--- config.mk ---
export PLATFORM = sky130hd
export DESIGN_NAME = point_in_polygon_test_core
export DESIGN_NICKNAME = d
export VERILOG_FILES = /design/src/hw/rtl/pip_pkg.sv /design/src/hw/rtl/pip_ram.sv /design/src/hw/rtl/pip_front.sv /design/src/hw/rtl/pip_rq.sv /design/src/hw/rtl/pip_back.sv /design/src/hw/rtl/point_in_polygon_test_core.sv
export SDC_FILE = /design/constraint.sdc
export NUM_CORES = 2
export LEC_CHECK = 0
export BUFFER_PORTS_ARGS = -buffer_cell sky130_fd_sc_hd__buf_4
export CORE_ASPECT_RATIO = 2
export CORE_MARGIN = 4
export CORE_UTILIZATION = 29
export CTS_BUF_LIST = sky130_fd_sc_hd__clkbuf_4 sky130_fd_sc_hd__clkbuf_8
export DETAILED_ROUTE_END_ITERATION = 6
export MAX_ROUTING_LAYER = met4
export SETUP_SLACK_MARGIN = 0.4
export SLEW_MARGIN = 20
export SYNTH_ARGS = -nofsm -noshare
export SYNTH_HDL_FRONTEND = slang
export SYNTH_SLANG_ARGS = --single-unit
--- constraint.sdc ---
create_clock -name clk -period 8.4 [get_ports clk]
set_input_delay 0.42 -clock clk [delete_from_list [all_inputs] [get_ports clk]]
set_output_delay 0.42 -clock clk [all_outputs]
set_load 0.02 [all_outputs]
--- src/hw/rtl/pip_pkg.sv ---
// shared types and constants for the point-in-polygon test core
package pip_pkg;

  localparam int MAX_VERTICES_DEF = 64;
  localparam int COORD_BITS_DEF   = 16;

  localparam logic MODE_WRITE = 1'b0;
  localparam logic MODE_QUERY = 1'b1;

  typedef enum logic [1:0] {
    ST_IDLE,
    ST_WALK,
    ST_DRAIN
  } walk_state_t;

  typedef struct packed {
    logic is_query;
    logic slot_ok;
  } cmd_ctrl_t;

endpackage

--- src/hw/rtl/pip_ram.sv ---
// generic single write port, single read port ram with registered read
module pip_ram #(
  parameter int WIDTH = 32,
  parameter int DEPTH = 64
) (
  input  logic                     clk,
  input  logic                     we,
  input  logic [$clog2(DEPTH)-1:0] waddr,
  input  logic [WIDTH-1:0]         wdata,
  input  logic                     re,
  input  logic [$clog2(DEPTH)-1:0] raddr,
  output logic [WIDTH-1:0]         rdata
);

  logic [WIDTH-1:0] mem_r [DEPTH];
  logic [WIDTH-1:0] rdata_r;

  always_ff @(posedge clk) begin
    if (we) begin
      mem_r[waddr] <= wdata;
    end
    if (re) begin
      rdata_r <= mem_r[raddr];
    end
  end

  assign rdata = rdata_r;

endmodule

--- src/hw/rtl/pip_front.sv ---
// front end: input transaction queue and command classification
module pip_front #(
  parameter int MAX_VERTICES = pip_pkg::MAX_VERTICES_DEF,
  parameter int COORD_BITS   = pip_pkg::COORD_BITS_DEF,
  localparam int IDX_W = $clog2(MAX_VERTICES)
) (
  input  logic                         clk,
  input  logic                         rst_n,
  input  logic                         push,
  output logic                         full,
  input  logic                         in_mode,
  input  logic [IDX_W-1:0]             in_idx,
  input  logic signed [COORD_BITS-1:0] in_x,
  input  logic signed [COORD_BITS-1:0] in_y,
  output logic                         cmd_valid,
  input  logic                         cmd_pop,
  output pip_pkg::cmd_ctrl_t           cmd_ctrl,
  output logic [IDX_W-1:0]             cmd_idx,
  output logic signed [COORD_BITS-1:0] cmd_x,
  output logic signed [COORD_BITS-1:0] cmd_y
);

  pip_pkg::cmd_ctrl_t          ent_ctrl_r [2];
  logic [IDX_W-1:0]            ent_idx_r  [2];
  logic signed [COORD_BITS-1:0] ent_x_r   [2];
  logic signed [COORD_BITS-1:0] ent_y_r   [2];
  logic                        wr_ptr_r;
  logic                        rd_ptr_r;
  logic [1:0]                  cnt_r;
  logic                        do_push;
  logic                        do_pop;
  pip_pkg::cmd_ctrl_t          cls;

  // classify the incoming transaction
  always_comb begin
    cls.is_query = (in_mode == pip_pkg::MODE_QUERY);
    cls.slot_ok  = ({1'b0, in_idx} < (IDX_W + 1)'(MAX_VERTICES));
  end

  assign full      = (cnt_r == 2'd2);
  assign cmd_valid = (cnt_r != 2'd0);
  assign do_push   = push && !full;
  assign do_pop    = cmd_pop && cmd_valid;

  always_ff @(posedge clk) begin
    if (!rst_n) begin
      wr_ptr_r <= 1'b0;
      rd_ptr_r <= 1'b0;
      cnt_r    <= 2'd0;
    end else begin
      if (do_push) begin
        wr_ptr_r <= !wr_ptr_r;
      end
      if (do_pop) begin
        rd_ptr_r <= !rd_ptr_r;
      end
      if (do_push && !do_pop) begin
        cnt_r <= cnt_r + 2'd1;
      end else if (do_pop && !do_push) begin
        cnt_r <= cnt_r - 2'd1;
      end
    end
  end

  always_ff @(posedge clk) begin
    if (do_push) begin
      ent_ctrl_r[wr_ptr_r] <= cls;
      ent_idx_r[wr_ptr_r]  <= in_idx;
      ent_x_r[wr_ptr_r]    <= in_x;
      ent_y_r[wr_ptr_r]    <= in_y;
    end
  end

  assign cmd_ctrl = ent_ctrl_r[rd_ptr_r];
  assign cmd_idx  = ent_idx_r[rd_ptr_r];
  assign cmd_x    = ent_x_r[rd_ptr_r];
  assign cmd_y    = ent_y_r[rd_ptr_r];

endmodule

--- src/hw/rtl/pip_rq.sv ---
// result queue, two entries
module pip_rq (
  input  logic clk,
  input  logic rst_n,
  input  logic res_push,
  input  logic res_inside,
  output logic rq_full,
  output logic empty,
  input  logic pop,
  output logic out_inside
);

  logic       ent_r [2];
  logic       wr_ptr_r;
  logic       rd_ptr_r;
  logic [1:0] cnt_r;
  logic       do_push;
  logic       do_pop;

  assign rq_full = (cnt_r == 2'd2);
  assign empty   = (cnt_r == 2'd0);
  assign do_push = res_push && !rq_full;
  assign do_pop  = pop && !empty;

  always_ff @(posedge clk) begin
    if (!rst_n) begin
      wr_ptr_r <= 1'b0;
      rd_ptr_r <= 1'b0;
      cnt_r    <= 2'd0;
    end else begin
      if (do_push) begin
        wr_ptr_r <= !wr_ptr_r;
      end
      if (do_pop) begin
        rd_ptr_r <= !rd_ptr_r;
      end
      if (do_push && !do_pop) begin
        cnt_r <= cnt_r + 2'd1;
      end else if (do_pop && !do_push) begin
        cnt_r <= cnt_r - 2'd1;
      end
    end
  end

  always_ff @(posedge clk) begin
    if (do_push) begin
      ent_r[wr_ptr_r] <= res_inside;
    end
  end

  assign out_inside = ent_r[rd_ptr_r];

endmodule

--- src/hw/rtl/pip_back.sv ---
// back end: vertex store, edge walk sequencer and crossing pipeline
module pip_back #(
  parameter int MAX_VERTICES = pip_pkg::MAX_VERTICES_DEF,
  parameter int COORD_BITS   = pip_pkg::COORD_BITS_DEF,
  localparam int IDX_W = $clog2(MAX_VERTICES),
  localparam int CNT_W = $clog2(MAX_VERTICES + 1)
) (
  input  logic                         clk,
  input  logic                         rst_n,
  input  logic                         cfg_we,
  input  logic [CNT_W-1:0]             cfg_count,
  input  logic                         cmd_valid,
  output logic                         cmd_pop,
  input  pip_pkg::cmd_ctrl_t           cmd_ctrl,
  input  logic [IDX_W-1:0]             cmd_idx,
  input  logic signed [COORD_BITS-1:0] cmd_x,
  input  logic signed [COORD_BITS-1:0] cmd_y,
  input  logic                         rq_full,
  output logic                         res_push,
  output logic                         res_inside
);

  localparam int D = COORD_BITS + 1;
  localparam int P = 2 * D;

  pip_pkg::walk_state_t state_r, state_nxt;

  logic [CNT_W-1:0]             vcount_r;
  logic [CNT_W-1:0]             cnt_m1;
  logic                         cnt_zero;
  logic signed [COORD_BITS-1:0] qx_r, qy_r;
  logic [IDX_W-1:0]             nm1_r;
  logic [IDX_W-1:0]             addr_r;
  logic                         first_r;
  logic                         inside_r;

  logic                         ram_we;
  logic                         rd_en;
  logic                         rd_last;
  logic                         q_start;
  logic                         zero_push;
  logic                         done_push;
  logic [2*COORD_BITS-1:0]      rdata;

  // read stage
  logic                         r_vld_r, r_first_r, r_last_r;
  logic signed [COORD_BITS-1:0] prev_x_r, prev_y_r;
  logic signed [COORD_BITS-1:0] xi, yi;
  // difference stage
  logic                         e_vld_r, e_last_r, e_str_r, e_pos_r;
  logic signed [D-1:0]          a_r, dy_r, c_r, d_r;
  logic signed [D-1:0]          xi_e, yi_e, xj_e, yj_e, px_e, py_e, dy_w;
  // product stage
  logic                         m_vld_r, m_last_r, m_str_r, m_pos_r;
  logic signed [P-1:0]          p1_r, p2_r;
  logic                         left;
  logic                         tog;

  assign cnt_m1   = vcount_r - CNT_W'(1);
  assign cnt_zero = (vcount_r == '0);

  // count register, saturated to the store depth
  always_ff @(posedge clk) begin
    if (!rst_n) begin
      vcount_r <= '0;
    end else if (cfg_we) begin
      if (cfg_count > CNT_W'(MAX_VERTICES)) begin
        vcount_r <= CNT_W'(MAX_VERTICES);
      end else begin
        vcount_r <= cfg_count;
      end
    end
  end

  assign rd_last = (state_r == pip_pkg::ST_WALK) && !first_r && (addr_r == nm1_r);

  always_comb begin
    state_nxt = state_r;
    unique case (state_r)
      pip_pkg::ST_IDLE: begin
        if (cmd_valid && cmd_ctrl.is_query && !rq_full && !cnt_zero) begin
          state_nxt = pip_pkg::ST_WALK;
        end
      end
      pip_pkg::ST_WALK: begin
        if (rd_last) begin
          state_nxt = pip_pkg::ST_DRAIN;
        end
      end
      pip_pkg::ST_DRAIN: begin
        if (m_vld_r && m_last_r) begin
          state_nxt = pip_pkg::ST_IDLE;
        end
      end
      default: state_nxt = pip_pkg::ST_IDLE;
    endcase
  end

  always_comb begin
    cmd_pop = 1'b0;
    ram_we  = 1'b0;
    q_start = 1'b0;
    rd_en   = 1'b0;
    unique case (state_r)
      pip_pkg::ST_IDLE: begin
        if (cmd_valid) begin
          if (!cmd_ctrl.is_query) begin
            cmd_pop = 1'b1;
            ram_we  = cmd_ctrl.slot_ok;
          end else if (!rq_full) begin
            cmd_pop = 1'b1;
            q_start = 1'b1;
          end
        end
      end
      pip_pkg::ST_WALK: begin
        rd_en = 1'b1;
      end
      pip_pkg::ST_DRAIN: begin
        rd_en = 1'b0;
      end
      default: rd_en = 1'b0;
    endcase
  end

  always_ff @(posedge clk) begin
    if (!rst_n) begin
      state_r <= pip_pkg::ST_IDLE;
    end else begin
      state_r <= state_nxt;
    end
  end

  // walk sequencer: vertex n-1 first, then 0 .. n-1
  always_ff @(posedge clk) begin
    if (q_start) begin
      qx_r    <= cmd_x;
      qy_r    <= cmd_y;
      nm1_r   <= cnt_m1[IDX_W-1:0];
      addr_r  <= cnt_m1[IDX_W-1:0];
      first_r <= 1'b1;
    end else if (rd_en) begin
      first_r <= 1'b0;
      if (first_r) begin
        addr_r <= '0;
      end else begin
        addr_r <= addr_r + IDX_W'(1);
      end
    end
  end

  pip_ram #(
    .WIDTH(2 * COORD_BITS),
    .DEPTH(MAX_VERTICES)
  ) u_vstore (
    .clk  (clk),
    .we   (ram_we),
    .waddr(cmd_idx),
    .wdata({cmd_x, cmd_y}),
    .re   (rd_en),
    .raddr(addr_r),
    .rdata(rdata)
  );

  always_ff @(posedge clk) begin
    if (!rst_n) begin
      r_vld_r <= 1'b0;
    end else begin
      r_vld_r <= rd_en;
    end
  end

  always_ff @(posedge clk) begin
    r_first_r <= first_r;
    r_last_r  <= rd_last;
  end

  assign xi = $signed(rdata[2*COORD_BITS-1:COORD_BITS]);
  assign yi = $signed(rdata[COORD_BITS-1:0]);

  always_ff @(posedge clk) begin
    if (r_vld_r) begin
      prev_x_r <= xi;
      prev_y_r <= yi;
    end
  end

  assign xi_e = D'(xi);
  assign yi_e = D'(yi);
  assign xj_e = D'(prev_x_r);
  assign yj_e = D'(prev_y_r);
  assign px_e = D'(qx_r);
  assign py_e = D'(qy_r);
  assign dy_w = yj_e - yi_e;

  always_ff @(posedge clk) begin
    if (!rst_n) begin
      e_vld_r <= 1'b0;
    end else begin
      e_vld_r <= r_vld_r && !r_first_r;
    end
  end

  always_ff @(posedge clk) begin
    e_last_r <= r_last_r;
    e_str_r  <= (yi > qy_r) != (prev_y_r > qy_r);
    e_pos_r  <= dy_w > 0;
    a_r      <= px_e - xi_e;
    dy_r     <= dy_w;
    c_r      <= xj_e - xi_e;
    d_r      <= py_e - yi_e;
  end

  always_ff @(posedge clk) begin
    if (!rst_n) begin
      m_vld_r <= 1'b0;
    end else begin
      m_vld_r <= e_vld_r;
    end
  end

  always_ff @(posedge clk) begin
    m_last_r <= e_last_r;
    m_str_r  <= e_str_r;
    m_pos_r  <= e_pos_r;
    p1_r     <= P'(a_r) * P'(dy_r);
    p2_r     <= P'(c_r) * P'(d_r);
  end

  // crossing compare, direction follows the sign of the edge height
  assign left      = m_pos_r ? (p1_r < p2_r) : (p2_r < p1_r);
  assign tog       = m_vld_r && m_str_r && left;
  assign done_push = m_vld_r && m_last_r;
  assign zero_push = q_start && cnt_zero;

  always_ff @(posedge clk) begin
    if (!rst_n) begin
      inside_r <= 1'b0;
    end else if (q_start) begin
      inside_r <= 1'b0;
    end else if (tog) begin
      inside_r <= !inside_r;
    end
  end

  assign res_push   = zero_push || done_push;
  assign res_inside = done_push ? (inside_r ^ tog) : 1'b0;

  a_last_in_drain: assert property (@(posedge clk) disable iff (!rst_n)
    done_push |-> state_r == pip_pkg::ST_DRAIN)
    else $error("walk result outside drain");

  a_push_has_room: assert property (@(posedge clk) disable iff (!rst_n)
    res_push |-> !rq_full)
    else $error("result pushed into full queue");

  a_last_travels: assert property (@(posedge clk) disable iff (!rst_n)
    (r_vld_r && r_last_r) |=> (e_vld_r && e_last_r))
    else $error("last edge lost in pipeline");

  a_no_write_in_walk: assert property (@(posedge clk) disable iff (!rst_n)
    rd_en |-> !ram_we && !cmd_pop)
    else $error("command taken during walk");

endmodule

--- src/hw/rtl/point_in_polygon_test_core.sv ---
// top level of the even-odd point-in-polygon test core
//
//  channel  | ports                                            | transaction
//  input    | push, full, in_mode, in_vertex_index, in_coord_* | push && !full
//  result   | empty, pop, out_inside_res                       | pop && !empty
//  config   | cfg_we, cfg_vertex_count                         | cfg_we
//
//  a vertex write is taken by the back end only while it is idle; a query walks the vertex
//  store from vertex n-1, then 0 .. n-1, through the difference and product stages and the
//  crossing compare; a query with a count of zero pushes its result in the same cycle it is taken
//  a two-entry input queue and a two-entry result queue decouple both sides
//  a query starts only when the result queue has room; reset is synchronous, active low
module point_in_polygon_test_core #(
  parameter int MAX_VERTICES = pip_pkg::MAX_VERTICES_DEF,
  parameter int COORD_BITS   = pip_pkg::COORD_BITS_DEF,
  localparam int IDX_W = $clog2(MAX_VERTICES),
  localparam int CNT_W = $clog2(MAX_VERTICES + 1)
) (
  input  logic                         clk,
  input  logic                         rst_n,
  input  logic                         push,
  output logic                         full,
  input  logic                         in_mode,
  input  logic [IDX_W-1:0]             in_vertex_index,
  input  logic signed [COORD_BITS-1:0] in_coord_x,
  input  logic signed [COORD_BITS-1:0] in_coord_y,
  output logic                         empty,
  input  logic                         pop,
  output logic                         out_inside_res,
  input  logic                         cfg_we,
  input  logic [CNT_W-1:0]             cfg_vertex_count
);

  logic                         cmd_valid;
  logic                         cmd_pop;
  pip_pkg::cmd_ctrl_t           cmd_ctrl;
  logic [IDX_W-1:0]             cmd_idx;
  logic signed [COORD_BITS-1:0] cmd_x;
  logic signed [COORD_BITS-1:0] cmd_y;
  logic                         rq_full;
  logic                         res_push;
  logic                         res_inside;

  pip_front #(
    .MAX_VERTICES(MAX_VERTICES),
    .COORD_BITS  (COORD_BITS)
  ) u_front (
    .clk      (clk),
    .rst_n    (rst_n),
    .push     (push),
    .full     (full),
    .in_mode  (in_mode),
    .in_idx   (in_vertex_index),
    .in_x     (in_coord_x),
    .in_y     (in_coord_y),
    .cmd_valid(cmd_valid),
    .cmd_pop  (cmd_pop),
    .cmd_ctrl (cmd_ctrl),
    .cmd_idx  (cmd_idx),
    .cmd_x    (cmd_x),
    .cmd_y    (cmd_y)
  );

  pip_back #(
    .MAX_VERTICES(MAX_VERTICES),
    .COORD_BITS  (COORD_BITS)
  ) u_back (
    .clk       (clk),
    .rst_n     (rst_n),
    .cfg_we    (cfg_we),
    .cfg_count (cfg_vertex_count),
    .cmd_valid (cmd_valid),
    .cmd_pop   (cmd_pop),
    .cmd_ctrl  (cmd_ctrl),
    .cmd_idx   (cmd_idx),
    .cmd_x     (cmd_x),
    .cmd_y     (cmd_y),
    .rq_full   (rq_full),
    .res_push  (res_push),
    .res_inside(res_inside)
  );

  pip_rq u_rq (
    .clk       (clk),
    .rst_n     (rst_n),
    .res_push  (res_push),
    .res_inside(res_inside),
    .rq_full   (rq_full),
    .empty     (empty),
    .pop       (pop),
    .out_inside(out_inside_res)
  );

endmodule

==> flow_summary.ini <==
[yosys]
synth-seq-cells = 2404
synth_top_cell_area_share = 0.586
synthFlopType = edfxtp_1
synth_cells = 7208
synthTopCellsByCount = edfxtp_1, inv_1, fa_1, mux2i_1, nand2_1
synth_cell_types = 80
synth_area_leaders = edfxtp_1, fa_1, mux4_2
async_flop_share = 0
yosysMostFrequentCell = edfxtp_1
synth_nets = 8144
ys_seq_area_frac = 0.615
synth_edf_count = 2236
synth_area_per_cell_um2 = 15.9
yosys_warnings = 0
yosysTopAreaCell = edfxtp_1
synth_area_um2 = 115000

[global_route]
grt_pass1_vias = 69000
grt.overflow.total = 0
grtUsageTotal = 0.156
grt_pass1_wl_um = 454000
antenna_found_initial = 23
grt_max_degree = 124

[finish]
multiInputGateArea_um2 = 40600
layout-drive-gt1-share = 0.154
nFillCells = 37900
final_nets = 8448
utilization = 0.329
syn2layout_area_growth_pct = 13.2
ff_latch_area_um2 = 70500

[timing]
setup_viol = 0
rsz0062_at_grt = no
fin_hold_ws_ns = 0.186
hold_violations = 0
worst_pin_slew_ns = 1.17
tns_ns = 0
fmax_mhz = 144
report.final.slew_viol_count = 0
skew_ns = 0.0712
maxSlewHeadroom = 0.216
period_needed_ns = 6.96
fin_crit_sh = 0.828

[worst_setup_path]
crit-reg2reg-launch = u_back.c_r[8]$_DFF_P_
start_kind = flop
crit_fanout = 17
critical_path_class = flop to flop
r2r-end = u_back.p2_r[32]$_DFF_P_
r2r_slack_ns = 1.44
cp-end-kind = flop
crit_arrival_ns = 7.84
ff2ff_path_depth = 21
required_ns = 9.29

[route]
vias_per_cell = 4.83
routedWlPerCell_um = 23.8
firstDrtPassIters = 5
drcViolationCount = 0
drt_iter0_markers = 4348
wirelength_um = 312000
postRouteAntennaNets = 0
vias = 63100

[placement]
place_congestion = 0.893
port_buffers = 53
hpwlAfterDp_um = 207000

[floorplan]
core-area_um2 = 394000
die-area_um2 = 406000
die_w_um = 452
row_count = 326
die_h_um = 897
ioPinCount = 54
start_util = 0.291

[cts]
cts.clk_slew.worst_paths_ns = 0.06
clk_path_buf_depth = 4
cts_resized = 0
clk-insertion-delay-late_ns = 0.97
root_buffer = clkbuf_8
tritoncts = done
clock-sinks = 2404
cts_buffers = 347
cts-htree-levels = 5

[hold_path]
hold_depth = 2
holdPathEnd = u_front.ent_x_r[0][10]$_DFFE_PP_
hp-class = primary input to flop
hold_start = in_coord_x[10]

[outcome]
outcome = completed

[job]
maxCapViolations = 0
worst max-delay path by stage:
stage | from | end | slack (ns)
CTS | u_back.c_r[8]$_DFF_P_ | u_back.p2_r[32]$_DFF_P_ | 1.44
finish | u_back.c_r[8]$_DFF_P_ | u_back.p2_r[32]$_DFF_P_ | 1.44
detailed placement | u_back.c_r[8]$_DFF_P_ | u_back.p2_r[32]$_DFF_P_ | 1.43
global route | u_back.c_r[8]$_DFF_P_ | u_back.p2_r[32]$_DFF_P_ | 1.10
floorplan | u_back.dy_r[8]$_DFF_P_ | u_back.p1_r[33]$_DFF_P_ | 2.23
global placement | u_back.c_r[16]$_DFF_P_ | u_back.p2_r[33]$_DFF_P_ | 1.49
cell usage in the layout (no fill, tap or decap), types with 33 or more instances in the layout:
cell type and instances:
o22ai_1 129, nand2_1 459, inv_1 740, nor2_4 65
a21oi_1 203, diode_2 42, buf_4 187, o221ai_1 232
clkinv_2 47, o21a_1 33, dlygate4sd3_1 62, mux4_2 327
dfxtp_1 166, o21ai_0 63, ha_1 289, mux2i_1 463
clkbuf_4 117, edfxtp_1 2236, xnor2_1 108, nor2_1 114
and2_1 301, clkbuf_8 356, fa_1 596, clkinv_1 69
routing by layer:
| metal | wire length, µm | vias up | track usage |
|---|---|---|---|
| met1 | 103000 | 33200 | 0.152 |
| li1 | - | 27300 | - |
| met4 | 19100 | 0 | 0.0852 |
| met3 | 13500 | 684 | 0.0190 |
| met2 | 176000 | 1895 | 0.297 |
| met5 | 0 | - | - |
cell families after synthesis:
family                     count (synthesis)  synth area share
DFF                                     2404             0.615
muxes                                    824             0.108
and+or+nand+nor                         1116            0.0470
AOI/OAI and AO/OA                        796            0.0479
xor gates and xnor gates                 138            0.0106
adders and majority gates                885             0.136
buffers and inverters                   1045            0.0353
metrics by stage:
stage          setup slack (ns)  instances  cell area, µm²
2_1_floorplan              2.23       7208          115000
3_3_place_gp               1.49      12300          122000
3_5_place_dp               1.43      12300          122000
4_1_cts                    1.44      13000          129000
5_1_grt                    1.10      13100          130000
6_report                   1.44      13100          130000
final cells by class:
type,count,share of cell area
Inverter,743,0.0216
Timing Repair Buffer,257,0.0169
Antenna cell,42,0.000811
Clock inverter,149,0.00840
Sequential cell,2404,0.544
Multi-Input combinational cell,3759,0.313
Tap cell,5248,0.0506
Clock buffer,473,0.0446
timing repair:
item                                   CTS  global route
hold buffers                            62             0
setup buffers                            0             0
endpoints found under the hold margin  101             0
flip-flops by register name, summed over array words and instances, names as in the netlist, 16 cells and up, named ones only:
signal,count
u_back.u_vstore.mem_r,2048
u_back.p1_r,34
u_back.p2_r,34
u_back.u_vstore.rdata,32
u_front.ent_x_r,32
u_front.ent_y_r,32
u_back.a_r,17
u_back.c_r,17
u_back.d_r,17
u_back.dy_r,17
u_back.prev_x_r,16
u_back.prev_y_r,16
u_back.qx_r,16
u_back.qy_r,16
critical path, cell delays in order, from the launching register on:
cell,delay [ns]
dfxtp_1,0.90
and2_1,0.28
fa_1,0.40
inv_1,0.09
fa_1,0.46
fa_1,0.52
inv_1,0.05
fa_1,0.49
fa_1,0.50
inv_1,0.05
fa_1,0.48
inv_1,0.04
ha_1,0.33
a211oi_1,0.22
o21ai_0,0.13
a211oi_1,0.23
o221ai_1,0.47
a31oi_1,0.46
o211ai_1,0.19
a31o_2,0.26
a21oi_1,0.19
xnor2_1,0.13
Power is left out: the tool's default activity adds up to more than one toggle a clock period on the data nets, which glitch-free logic cannot reach.
